$ cat config.mk
export PLATFORM = sky130hd
export DESIGN_NAME = tandem_repeat_detector
export DESIGN_NICKNAME = d
export VERILOG_FILES = /design/src/rtl/trd_pkg.sv /design/src/rtl/trd_cell.sv /design/src/rtl/trd_out_buf.sv /design/src/rtl/tandem_repeat_detector.sv
export SDC_FILE = /design/constraint.sdc
export NUM_CORES = 1
export LEC_CHECK = 0
export BUFFER_PORTS_ARGS = -buffer_cell sky130_fd_sc_hd__buf_2
export CELL_PAD_IN_SITES_DETAIL_PLACEMENT = 1
export CELL_PAD_IN_SITES_GLOBAL_PLACEMENT = 1
export CORE_ASPECT_RATIO = 1.75
export CORE_MARGIN = 4
export CORE_UTILIZATION = 43
export CTS_CLUSTER_DIAMETER = 80
export DETAILED_ROUTE_END_ITERATION = 12
export PLACE_DENSITY = 0.77
export SLEW_MARGIN = 20
export SYNTH_ARGS = -nofsm -noshare
export SYNTH_HDL_FRONTEND = slang
export SYNTH_SLANG_ARGS = --single-unit
$ cat constraint.sdc
create_clock -name clock -period 10.9 [get_ports clock]
set_input_delay 2.18 -clock clock [delete_from_list [all_inputs] [get_ports clock]]
set_output_delay 2.18 -clock clock [all_outputs]
set_load 0.03 [all_outputs]
$ cat src/rtl/trd_pkg.sv
// Shared types and constants of the tandem repeat detector.
package trd_pkg;

   // Fixed widths of the configuration and result fields.
   localparam int unsigned PERIOD_W       = 3;
   localparam int unsigned MIN_REPEATS_W  = 4;
   localparam int unsigned SEG_START_W    = 32;
   localparam int unsigned CSR_INDEX_W    = 2;
   localparam int unsigned CSR_DATA_W     = 32;
   localparam int unsigned RUN_START_W    = 32;
   localparam int unsigned COPIES_W       = 16;
   localparam int unsigned UNIT_PATTERN_W = 10;
   localparam int unsigned UNIT_LENGTH_W  = 3;

   // Reset values of the configuration registers.
   localparam logic [PERIOD_W-1:0]      PERIOD_RESET      = 3'd2;
   localparam logic [MIN_REPEATS_W-1:0] MIN_REPEATS_RESET = 4'd4;
   localparam logic [SEG_START_W-1:0]   SEG_START_RESET   = 32'd0;

   // Shortest repeat unit and smallest copy count that are honoured.
   localparam logic [PERIOD_W-1:0]      PERIOD_FLOOR      = 3'd2;
   localparam logic [MIN_REPEATS_W-1:0] MIN_REPEATS_FLOOR = 4'd2;

   // Configuration register indexes.
   typedef enum logic [CSR_INDEX_W-1:0] {
      CSR_PERIOD        = 2'd0,
      CSR_MIN_REPEATS   = 2'd1,
      CSR_SEGMENT_START = 2'd2
   } csr_index_type;

   // One reported repeat run.
   typedef struct packed {
      logic [RUN_START_W-1:0]    run_start;
      logic [COPIES_W-1:0]       copies;
      logic [UNIT_PATTERN_W-1:0] unit_pattern;
      logic [UNIT_LENGTH_W-1:0]  unit_length;
   } result_type;

   // Control that every history cell receives.
   typedef struct packed {
      logic shift;
      logic clear;
   } cell_ctl_type;

endpackage

$ cat src/rtl/trd_cell.sv
// One history cell: holds a base, passes it on and compares its incoming base with a partner.
module trd_cell (
   input  logic                  clock,
   input  logic                  reset,
   input  trd_pkg::cell_ctl_type ctl,
   input  logic [1:0]            base_prev,
   input  logic [1:0]            partner,
   output logic [1:0]            base_next,
   output logic [1:0]            base_q,
   output logic                  same
);

   logic [1:0] base_ff;
   logic [1:0] base_in;

   // The value this cell takes if the current item is accepted.
   assign base_next = ctl.clear ? 2'd0 : base_prev;
   assign base_in   = ctl.shift ? base_next : base_ff;
   assign base_q    = base_ff;
   assign same      = (base_next == partner);

   always_ff @(posedge clock) begin
      if (reset) begin
         base_ff <= 2'd0;
      end else begin
         base_ff <= base_in;
      end
   end

endmodule

$ cat src/rtl/trd_out_buf.sv
// Output register with a skid stage for the result channel.
module trd_out_buf (
   input  logic                 clock,
   input  logic                 reset,
   input  logic                 push,
   input  trd_pkg::result_type  push_data,
   input  logic                 out_stall,
   output logic                 out_valid,
   output trd_pkg::result_type  out_data,
   output logic                 full
);

   logic                out_valid_ff;
   logic                out_valid_in;
   trd_pkg::result_type out_data_ff;
   trd_pkg::result_type out_data_in;
   logic                skid_valid_ff;
   logic                skid_valid_in;
   trd_pkg::result_type skid_data_ff;
   trd_pkg::result_type skid_data_in;
   logic                pop;

   assign pop = out_valid_ff & ~out_stall;

   always_comb begin
      out_valid_in  = out_valid_ff;
      out_data_in   = out_data_ff;
      skid_valid_in = skid_valid_ff;
      skid_data_in  = skid_data_ff;
      if (!out_valid_ff || pop) begin
         if (skid_valid_ff) begin
            out_valid_in  = 1'b1;
            out_data_in   = skid_data_ff;
            skid_valid_in = push;
            skid_data_in  = push_data;
         end else begin
            out_valid_in = push;
            out_data_in  = push_data;
         end
      end else if (push) begin
         skid_valid_in = 1'b1;
         skid_data_in  = push_data;
      end
   end

   always_ff @(posedge clock) begin
      if (reset) begin
         out_valid_ff  <= 1'b0;
         skid_valid_ff <= 1'b0;
      end else begin
         out_valid_ff  <= out_valid_in;
         skid_valid_ff <= skid_valid_in;
      end
   end

   always_ff @(posedge clock) begin
      out_data_ff  <= out_data_in;
      skid_data_ff <= skid_data_in;
   end

   assign out_valid = out_valid_ff;
   assign out_data  = out_data_ff;
   assign full      = skid_valid_ff;

endmodule

$ cat src/rtl/tandem_repeat_detector.sv
// Top level of the tandem repeat detector: history cell chain, run tracking and result port.
//
// Usage. Bases arrive on the req_ channel, one item per accepted edge (req_valid high and
// req_stall low). req_restart opens a new segment: the history and the open run are
// dropped, and this base takes the position held in the segment start register.
// Reports leave on the rsp_ channel, one item per accepted edge (rsp_valid high and
// rsp_stall low). The csr_ channel writes period, min_repeats and segment start; it is
// always ready and should only be used while the block is idle.
// A report enters the output register, or the skid stage while that register holds one, when
// the base that closes the run is accepted. Throughput: one base every cycle while req_stall
// is low. The whole step of one base, a compare of at most MAX_PERIOD cells and one small
// multiply for the run start, is combinational, as the next base needs the state it leaves.
// Stalling: the output register and a skid stage lie between the detector and rsp_, so
// bases keep being taken while one report waits. req_stall rises once both hold a
// report and falls as soon as the receiver takes one.
// Reset clears the history, counters, position and output stages, and loads period 2,
// min_repeats 4 and segment start 0.
module tandem_repeat_detector #(
   parameter int unsigned MAX_PERIOD    = 5,
   parameter int unsigned POSITION_BITS = 32,
   parameter int unsigned COUNT_BITS    = 16
) (
   input  logic                                 clock,
   input  logic                                 reset,
   // Base input channel.
   input  logic                                 req_valid,
   output logic                                 req_stall,
   input  logic [1:0]                           req_base,
   input  logic                                 req_restart,
   // Report channel.
   output logic                                 rsp_valid,
   input  logic                                 rsp_stall,
   output logic [trd_pkg::RUN_START_W-1:0]      rsp_run_start,
   output logic [trd_pkg::COPIES_W-1:0]         rsp_copies,
   output logic [trd_pkg::UNIT_PATTERN_W-1:0]   rsp_unit_pattern,
   output logic [trd_pkg::UNIT_LENGTH_W-1:0]    rsp_unit_length,
   // Configuration write channel.
   input  logic                                 csr_valid,
   output logic                                 csr_ready,
   input  logic [trd_pkg::CSR_INDEX_W-1:0]      csr_index,
   input  logic [trd_pkg::CSR_DATA_W-1:0]       csr_data
);

   // The history holds two whole units of the longest period.
   localparam int unsigned HIST_DEPTH = 2 * MAX_PERIOD;
   localparam int unsigned NW         = $clog2(MAX_PERIOD + 1);
   localparam int unsigned WAIT_W     = (MAX_PERIOD > 2) ? $clog2(MAX_PERIOD) : 1;
   localparam int unsigned SEEN_W     = $clog2(HIST_DEPTH + 1);
   localparam int unsigned UNIT_W     = 2 * MAX_PERIOD;
   localparam int unsigned PROD_W     = NW + COUNT_BITS;
   localparam int unsigned SUM_W      = (POSITION_BITS > PROD_W) ? POSITION_BITS : PROD_W;
   localparam int unsigned CW         = (COUNT_BITS > trd_pkg::COPIES_W) ?
                                        COUNT_BITS : trd_pkg::COPIES_W;

   // Configuration registers.
   logic [trd_pkg::PERIOD_W-1:0]      period_ff;
   logic [trd_pkg::MIN_REPEATS_W-1:0] min_repeats_ff;
   logic [trd_pkg::SEG_START_W-1:0]   seg_start_ff;

   // Run tracking state.
   logic [SEEN_W-1:0]        bases_seen_ff;
   logic [SEEN_W-1:0]        bases_seen_in;
   logic [WAIT_W-1:0]        wait_count_ff;
   logic [WAIT_W-1:0]        wait_count_in;
   logic [COUNT_BITS-1:0]    run_count_ff;
   logic [COUNT_BITS-1:0]    run_count_in;
   logic [UNIT_W-1:0]        last_unit_ff;
   logic [UNIT_W-1:0]        last_unit_in;
   logic [POSITION_BITS-1:0] position_ff;
   logic [POSITION_BITS-1:0] position_in;

   // Cell chain.
   trd_pkg::cell_ctl_type cell_ctl;
   logic [1:0]            cell_prev   [HIST_DEPTH];
   logic [1:0]            cell_next   [HIST_DEPTH];
   logic [1:0]            cell_q      [HIST_DEPTH];
   logic [1:0]            cell_partner[HIST_DEPTH];
   logic                  cell_same   [HIST_DEPTH];

   // Step logic.
   logic                     take;
   logic [NW-1:0]            n;
   logic [POSITION_BITS-1:0] cur;
   logic [SEEN_W-1:0]        seen_now;
   logic [WAIT_W-1:0]        wait_now;
   logic [COUNT_BITS-1:0]    run_now;
   logic [UNIT_W-1:0]        unit_now;
   logic                     judge;
   logic                     match;
   logic [UNIT_W-1:0]        unit;
   logic [COUNT_BITS-1:0]    copies;
   logic [trd_pkg::MIN_REPEATS_W-1:0] need;
   logic [trd_pkg::UNIT_PATTERN_W-1:0] lu;
   logic                     degenerate;
   logic                     emit;
   logic [PROD_W-1:0]        span;
   logic [SUM_W-1:0]         start_wide;
   logic [CW-1:0]            copies_wide;
   trd_pkg::result_type      result;
   trd_pkg::result_type      out_data;
   logic                     buf_full;

   // ------------------------------------------------------------------
   // Configuration port: always ready, writes land at once.
   // ------------------------------------------------------------------
   assign csr_ready = 1'b1;

   always_ff @(posedge clock) begin
      if (reset) begin
         period_ff      <= trd_pkg::PERIOD_RESET;
         min_repeats_ff <= trd_pkg::MIN_REPEATS_RESET;
         seg_start_ff   <= trd_pkg::SEG_START_RESET;
      end else if (csr_valid && csr_ready) begin
         unique case (csr_index)
            trd_pkg::CSR_PERIOD:
               period_ff <= csr_data[trd_pkg::PERIOD_W-1:0];
            trd_pkg::CSR_MIN_REPEATS:
               min_repeats_ff <= csr_data[trd_pkg::MIN_REPEATS_W-1:0];
            trd_pkg::CSR_SEGMENT_START:
               seg_start_ff <= csr_data[trd_pkg::SEG_START_W-1:0];
            default: begin
               // Writes beyond the register list are dropped.
            end
         endcase
      end
   end

   // A base is taken whenever the skid stage still has room.
   assign req_stall = buf_full;
   assign take      = req_valid & ~req_stall;

   // The period in force, clamped into the supported range.
   always_comb begin
      if (int'(period_ff) > MAX_PERIOD) begin
         n = NW'(MAX_PERIOD);
      end else if (period_ff < trd_pkg::PERIOD_FLOOR) begin
         n = NW'(trd_pkg::PERIOD_FLOOR);
      end else begin
         n = NW'(period_ff);
      end
   end

   // ------------------------------------------------------------------
   // History chain. Cell k holds the base k items ago; on a restart every
   // cell but the first is cleared as the new base enters.
   // ------------------------------------------------------------------
   assign cell_ctl.shift = take;
   assign cell_ctl.clear = req_restart;

   for (genvar i = 0; i < HIST_DEPTH; i++) begin : g_cell
      trd_pkg::cell_ctl_type ctl_i;

      if (i == 0) begin : g_head
         assign cell_prev[i] = req_base;
         assign ctl_i.shift  = cell_ctl.shift;
         assign ctl_i.clear  = 1'b0;
      end else begin : g_body
         assign cell_prev[i] = cell_q[i-1];
         assign ctl_i        = cell_ctl;
      end

      // Each cell is compared with the cell one period further back.
      always_comb begin
         cell_partner[i] = cell_next[i];
         for (int p = 2; p <= MAX_PERIOD; p++) begin
            if (n == NW'(p) && (i + p) < HIST_DEPTH) begin
               cell_partner[i] = cell_next[(i + p) % HIST_DEPTH];
            end
         end
      end

      trd_cell u_cell (
         .clock     (clock),
         .reset     (reset),
         .ctl       (ctl_i),
         .base_prev (cell_prev[i]),
         .partner   (cell_partner[i]),
         .base_next (cell_next[i]),
         .base_q    (cell_q[i]),
         .same      (cell_same[i])
      );
   end

   // ------------------------------------------------------------------
   // Window judgement and run tracking for the base being offered.
   // ------------------------------------------------------------------
   always_comb begin
      // A restart wipes the segment state before this base is counted.
      cur      = req_restart ? POSITION_BITS'(seg_start_ff) : position_ff;
      seen_now = req_restart ? '0 : bases_seen_ff;
      wait_now = req_restart ? '0 : wait_count_ff;
      run_now  = req_restart ? '0 : run_count_ff;
      unit_now = req_restart ? '0 : last_unit_ff;

      position_in   = cur + POSITION_BITS'(1);
      bases_seen_in = (seen_now < SEEN_W'(HIST_DEPTH)) ? seen_now + SEEN_W'(1) : seen_now;

      judge = (wait_now == '0) && (bases_seen_in >= SEEN_W'({n, 1'b0}));

      // The newest window matches when every cell of it equals its partner.
      match = 1'b1;
      for (int i = 0; i < MAX_PERIOD; i++) begin
         if (NW'(i) < n && !cell_same[i]) begin
            match = 1'b0;
         end
      end

      // Unit of the newest window, oldest base in the lowest bits.
      unit = '0;
      for (int p = 2; p <= MAX_PERIOD; p++) begin
         if (n == NW'(p)) begin
            for (int j = 0; j < p; j++) begin
               unit[2*j +: 2] = cell_next[p - 1 - j];
            end
         end
      end

      copies = (run_now == '1) ? run_now : run_now + COUNT_BITS'(1);
      need   = (min_repeats_ff < trd_pkg::MIN_REPEATS_FLOOR) ?
               trd_pkg::MIN_REPEATS_FLOOR : min_repeats_ff;

      // Units of one base at period three or five, or abab at period four, are not reported.
      lu = trd_pkg::UNIT_PATTERN_W'(unit_now);
      degenerate = 1'b0;
      if (n == NW'(3)) begin
         degenerate = (lu[1:0] == lu[3:2]) && (lu[1:0] == lu[5:4]);
      end else if (n == NW'(4)) begin
         degenerate = (lu[1:0] == lu[5:4]) && (lu[3:2] == lu[7:6]);
      end else if (n == NW'(5)) begin
         degenerate = (lu[1:0] == lu[3:2]) && (lu[1:0] == lu[5:4]) &&
                      (lu[1:0] == lu[7:6]) && (lu[1:0] == lu[9:8]);
      end

      wait_count_in = wait_now;
      run_count_in  = run_now;
      last_unit_in  = unit_now;
      emit          = 1'b0;
      if (wait_now != '0) begin
         wait_count_in = wait_now - WAIT_W'(1);
      end else if (judge) begin
         if (match) begin
            run_count_in  = (run_now == '1) ? run_now : run_now + COUNT_BITS'(1);
            last_unit_in  = unit;
            wait_count_in = WAIT_W'(n - NW'(1));
         end else if (run_now != '0) begin
            emit         = (copies >= COUNT_BITS'(need)) && !degenerate;
            run_count_in = '0;
         end
      end
   end

   // Run start: window start minus one whole period per copy, wrapping.
   assign span       = PROD_W'(n) * PROD_W'(copies);
   assign start_wide = SUM_W'(cur) - SUM_W'(n - NW'(1)) - SUM_W'(span);
   assign copies_wide = CW'(copies);

   always_comb begin
      result.run_start    = trd_pkg::RUN_START_W'(start_wide[POSITION_BITS-1:0]);
      result.copies       = (copies_wide > CW'({trd_pkg::COPIES_W{1'b1}})) ?
                            {trd_pkg::COPIES_W{1'b1}} : trd_pkg::COPIES_W'(copies_wide);
      result.unit_pattern = lu;
      result.unit_length  = trd_pkg::UNIT_LENGTH_W'(n);
   end

   always_ff @(posedge clock) begin
      if (reset) begin
         bases_seen_ff <= '0;
         wait_count_ff <= '0;
         run_count_ff  <= '0;
         last_unit_ff  <= '0;
         position_ff   <= '0;
      end else if (take) begin
         bases_seen_ff <= bases_seen_in;
         wait_count_ff <= wait_count_in;
         run_count_ff  <= run_count_in;
         last_unit_ff  <= last_unit_in;
         position_ff   <= position_in;
      end
   end

   // ------------------------------------------------------------------
   // Result port.
   // ------------------------------------------------------------------
   trd_out_buf u_out_buf (
      .clock     (clock),
      .reset     (reset),
      .push      (take & emit),
      .push_data (result),
      .out_stall (rsp_stall),
      .out_valid (rsp_valid),
      .out_data  (out_data),
      .full      (buf_full)
   );

   assign rsp_run_start    = out_data.run_start;
   assign rsp_copies       = out_data.copies;
   assign rsp_unit_pattern = out_data.unit_pattern;
   assign rsp_unit_length  = out_data.unit_length;

   // ------------------------------------------------------------------
   // Assertions.
   // ------------------------------------------------------------------

   // The skid stage only fills behind a waiting report.
   a_stall_has_report: assert property (@(posedge clock) disable iff (reset)
      req_stall |-> rsp_valid)
      else $error("input stalled with no report waiting");

   // Bases skipped after a matching window never close a run.
   a_skip_no_report: assert property (@(posedge clock) disable iff (reset)
      (take && !req_restart && wait_count_ff != '0) |-> !emit)
      else $error("report raised while skipping bases");

   // A report always clears the run count.
   a_report_clears_run: assert property (@(posedge clock) disable iff (reset)
      (take && emit) |=> (run_count_ff == '0))
      else $error("run count not cleared after report");

   // The skip counter never exceeds the longest period less one.
   a_wait_bound: assert property (@(posedge clock) disable iff (reset)
      int'(wait_count_ff) < MAX_PERIOD)
      else $error("skip counter out of range");

endmodule
# [Word-level counts from Yosys, hierarchy flattened]
# Index checks and enable logic that the tools add are counted.
[op_classes] add_sub_neg=8 multipliers=1 order_cmp=12 eq_ne=18 muxes=74 bitwise=5 reduce_logical=28
[ops] operator="61-bit two-way mux" n=4
[ops] operator="16-bit two-way mux" n=7
[ops] operator="2-bit two-way mux" n=29
[ops] operator="10-bit two-way mux" n=5
[ops] operator="32-bit by 1-bit adder with 32-bit output (second input constant)" n=1
[ops] operator="32-bit two-way mux" n=1
[ops] operator="32-bit by 19-bit subtractor with 32-bit output" n=1
[ops] operator="32-bit subtractor" n=1
[ops] operator="2-bit == test" n=10
[ops] operator="3-bit by 16-bit multiplier with 19-bit output" n=1
[ops] operator="3-bit two-way mux" n=6
[ops] operator="16-bit by 1-bit adder with 16-bit output (second input constant)" n=1
[ops] operator="16-bit == test (second input constant)" n=1
[ops] operator="16-bit by 4-bit >= comparator with 1-bit output" n=1
[ops] operator="16-bit > comparator (second input constant)" n=1
[ops] operator="1-bit two-way mux" n=16
[ops] operator="4-bit two-way mux" n=4
[ops] operator="16-bit nonzero test" n=1
[ops] operator="1-bit logical AND" n=11
[ops] operator="8-bit two-way mux" n=1
[ops] operator="2-bit AND reduction" n=4
[ops] operator="1-bit zero test" n=7
[ops] operator="3-bit by 2-bit == test with 1-bit output (second input constant)" n=2
[ops] operator="3-bit == test (second input constant)" n=2
[ops] operator="other kinds (22)" n=28
[totals] ff_bits=246 output_inout_bits=64

# [Longest topological paths before layout]
[depth] ltp_word=22 ltp_mapped=34

# [Hierarchy]
# From an unflattened synthesis, not the netlist that was laid out.
[hier_totals] cells_unflattened=1682 hier_area_um2=15989.1
[by_module_without_submodules] module="tandem_repeat_detector" instances=1 cells_per_inst=1333 area_each_um2=10034.6
[by_module_without_submodules] module="trd_out_buf" instances=1 cells_per_inst=199 area_each_um2=4740.8
[by_module_without_submodules] module="trd_cell" instances=10 cells_per_inst=15 area_each_um2=121.4

# [Least setup slack after synthesis]
# Ideal clock, no wire load.
[synth_timing] kind="in2reg" from="input req_restart" to="register u_out_buf.skid_data_ff[0] (netlist name) (enable)" setup_ns=0.570 arrival_time_ns=10.430 required_ns=10.330 slack_ns=-0.099 cell_stages=25 cell_sequence="buf_6 buf_6 buf_8 buf_6 inv_1 buf_2 buf_1 nand2_1 inv_1 ha_1 nand3b_1 or4_1 buf_2 or2_2 xnor2_1 inv_1 ha_1 nand2b_1 a21o_1 a21o_1 a21oi_1 nand4bb_1 or4_1 o21ai_2 o31ai_1"
[synth_between] elab_chain_cells=19
[synth_lines] item="start: declaration" line="tandem_repeat_detector.sv:29" text="input logic req_restart,"
[synth_lines] item="parallel branches: the longest is 15 deep, another holds 16-bit by 1-bit adder with 16-bit output"
[synth_lines] item="1-bit two-way mux *" line="tandem_repeat_detector.sv:238" text="if (wait_now != '0) begin"
[synth_lines] item="1-bit AND *" line="tandem_repeat_detector.sv:287" text=".push (take & emit),"
[synth_lines] item="2-bit nonzero test (no line) *"
[synth_lines] item="2-bit AND reduction (no line) *"
[synth_lines] item="end signal: assignment" line="trd_out_buf.sv:58" text="skid_data_ff <= skid_data_in;"
[synth_lines] item="end: declaration" line="trd_out_buf.sv:19" text="trd_pkg::result_type skid_data_ff;"
# Every way passes the cells marked *.
# A chain may end at the register's enable or synchronous reset.

==> impl_results.rst <==
.. list-table::
   :header-rows: 1

   * - Metric
     - Value
   * - Clk sinks
     - 246
   * - FF-to-FF setup slack
     - 3.83 ns
   * - Count of fill cells added during filler insertion
     - 4231
   * - Max Clock Freq
     - 0.116 GHz
   * - Clock root buffer master
     - clkbuf_16
   * - Top library cells by usage in the layout, fill and taps aside
     - nand2_1 (301), a21oi_1 (142), dfxtp_1 (123)
   * - Wirelength, routed
     - 47400 µm
   * - Area of combinational cells with multiple inputs
     - 8680 µm²
   * - Row count
     - 92
   * - Final worst setup slack
     - 2.29 ns
   * - Worst hold-check path type
     - reg2reg
   * - Fin Hold WS
     - 0.455 ns
   * - Floorplan die height
     - 260 µm
   * - Count of nets after finishing
     - 1949
   * - Number of routed nets with antenna violations
     - 0
   * - Max_cap viols
     - 0
   * - Global router's overall resource usage
     - 23.4%
   * - Leading register cell type out of synthesis
     - dfxtp_1
   * - Placed wire-length estimate
     - 34800 µm
   * - Fraction of synthesis flops using an asynchronous set or reset pin
     - 0%
   * - Total number of yosys warnings
     - 0
   * - Total of hold buffers inserted after clock tree synthesis
     - 0
   * - Area of all placed cells without fillers
     - 17400 µm²
   * - DP Area
     - 16500 µm²
   * - Yosys top cell by area
     - edfxtp_1
   * - Vias in the first global route
     - 14.1k
   * - Number of endpoints with negative hold slack in the final report
     - 0
   * - Most common library cell in the layout ignoring fill and taps
     - nand2_1
   * - Clock latency reported for the late side of the worst-skew pair
     - 0.55 ns
   * - Top-area cell type share of the netlist area
     - 23.4%
   * - Static leakage power
     - 7.18 nW
   * - Total die area
     - 39600 µm²
   * - Unrepaired setup endpoints after global routing
     - no
   * - Grt ovf
     - 0
   * - Starting utilization of the core area
     - 43.4%
   * - Flip-flop and latch count after synthesis
     - 246
   * - Worst Setup Slack post-DPL
     - 1.79 ns
   * - Average wire per standard cell
     - 20.7 µm
   * - Gates resized, CTS repair
     - 0
   * - Status
     - finished clean
   * - Largest net degree at the start of global routing
     - 80
   * - Final min period
     - 8.61 ns
   * - Worst setup EP type
     - flop
   * - Final setup vio count
     - 0
   * - 1st-pass router iterations
     - 5
   * - Largest incremental delay on the critical path
     - 0.67 ns
   * - Number of buffers between clock root and the deepest sink
     - 3
   * - Max stage delay cell, worst path
     - or4_1
   * - Highest net fanout along the worst path
     - 36
   * - Share of synthesized area occupied by flip-flops and latches
     - 39.3%
   * - Clock tree skew after final layout
     - 0.0176 ns
   * - Number of H-tree levels
     - 1
   * - TritonCTS clock tree
     - built
   * - Slew at the pin with the worst max-slew slack
     - 0.934 ns
   * - Total standard cell area after synthesis
     - 15600 µm²
   * - First-pass GRT wire length
     - 75200 µm
   * - Final Slew Violations
     - 0
   * - Share of the cycle needed by the critical path after routing
     - 79.0%
   * - Sequential standard cell area
     - 6150 µm²
   * - Worst-case vdd ir drop
     - 0.000104 V
   * - Worst max-slew margin expressed relative to the limit
     - 37.7%
   * - Via count
     - 13.1k
   * - Buffers inserted during post-CTS setup optimization
     - 0
   * - Num CTS Buffers
     - 25
   * - Post-synth EDFFs
     - 122
   * - CORE AREA
     - 36000 µm²
   * - Most frequent cell on the critical path
     - nand2_1
   * - Worst Path Required
     - 11.20 ns
   * - Final setup TNS
     - 0 ns
   * - Number of placed I/O pins
     - 106
   * - Unique masters post-synth
     - 88
   * - Via-to-Cell Ratio
     - 5.72
   * - Clock input transition at the sequential cells of the worst setup and hold paths
     - 0.07 ns
   * - Count of input and output buffers
     - 104
   * - Initial antenna violation count
     - 1
   * - Worst EP arrival
     - 8.91 ns
   * - Remaining DRCs
     - 0
   * - Count of mapped cells out of synthesis
     - 1744
   * - Element type at the critical path start
     - input pin
   * - Iter 0 DRT Violations
     - 566
   * - Critical path start-end classification
     - in2reg
   * - Leading cell types by total area after synthesis
     - edfxtp_1 (23%), dfxtp_1 (16%), nand2_1 (7.3%)
   * - Total power per unit cell area
     - 135 nW/µm²
   * - Share of final-layout standard cells stronger than drive strength 1
     - 13.4%
   * - Gp weighted congestion
     - 0.921
   * - Die width
     - 152 µm
   * - Mean cell area of the mapped netlist
     - 8.96 µm²
   * - Layout Area Growth over Synthesis
     - 11.1%
-- metrics by stage --
step | instances | power, mW | util, %
after global routing | 2294 | 2.44 | 48.2
after floorplan | 1757 | 1.34 | -
final | 2294 | 2.34 | 48.2
after detailed placement | 2248 | 1.46 | 45.8
after CTS | 2293 | 2.37 | 48.2
after global placement | 2248 | 1.44 | 45.8
-- power by group --
part	total [mW]	internal, mW	switching [mW]
Clock	0.907	0.520	0.386
Combinational	0.397	0.133	0.265
Sequential	1.04	1.02	0.0169
Total	2.34	1.68	0.668
-- cell type report --
type,count,share of cell area (%)
multi-input combinational,1297,50.0
sequential,246,35.4
clock buffer,33,4.19
timing repair buffer,125,3.93
tap,470,3.39
inverter,110,2.38
clock inverter,12,0.742
antenna,1,0.0144
-- cell usage after synthesis, drive strengths merged (11+ instances only) --
cell type and number:
a31oi 13, nand4 12, and2 14, ha 66, nand3 50, a211oi 12, clkbuf 66, and3 12
xnor2 46, o31ai 11, xor2 28, nor4 13, nor2b 42, o21ai 63, a221oi 12, mux2i 32
a21o 19, nor3 28, mux2 39, dfxtp 124, nand3b 17, nor2 105, nand2 304, edfxtp 122
a21oi 142, buf 38, nand2b 20, fa 36, inv 110
-- cells by family after synthesis --
kind of cell               after synthesis  synth area share (%)
and+or+nand+nor                        665                  20.6
AOI/OAI and AO/OA                      370                  15.4
DFF                                    246                  39.3
buffers and inverters                  214                  5.67
adders and majority gates              102                  9.89
xor gates and xnor gates                74                  4.15
muxes                                   71                  4.94
other                                    2                0.0480
-- metal layers --
layer	share of wire, %	GRT usage, %	vias up
met5	0	0	-
met1	36	23.8	6556
met4	5.4	11.9	0
li1	-	-	6233
met3	2.6	2.15	116
met2	56	46.9	223
-- worst max-delay path, delay by kind of cell --
kind                     cells  cell delay, ns
AO/OA/AOI/OAI                7            2.36
XOR/XNOR                     1            0.33
adder cells (fa/ha/maj)      5            1.65
buffers and inverters        4            0.54
AND/OR/NAND/NOR              8            1.84
-- state kept, by name (all words and copies together), names as in the netlist --
| name | count |
|---|---|
| u_out_buf.out_data | 61 |
| u_out_buf.skid_data_ff | 61 |
| position_ff | 32 |
| seg_start_ff | 32 |
| g_cell.u_cell.base_q | 18 |
| run_count_ff | 16 |
| last_unit_ff | 10 |
| bases_seen_ff | 4 |
| min_repeats_ff | 4 |
| period_ff | 3 |
| wait_count_ff | 3 |
| u_out_buf.full | 1 |
| u_out_buf.out_valid | 1 |
-- path summary, 6_finish.rpt --
path / from / end / depth (start not counted)
min: position_ff[20]$_SDFFE_PP0P_ / position_ff[20]$_SDFFE_PP0P_ / 2
min reg2reg: position_ff[20]$_SDFFE_PP0P_ / position_ff[20]$_SDFFE_PP0P_ / 2
max: req_restart / u_out_buf.skid_data_ff[57]$_DFFE_PP_ / 25
max reg2reg: run_count_ff[0]$_SDFFE_PP0P_ / u_out_buf.skid_data_ff[57]$_DFFE_PP_ / 23
Note: power is estimated with default switching activity, not from simulation.
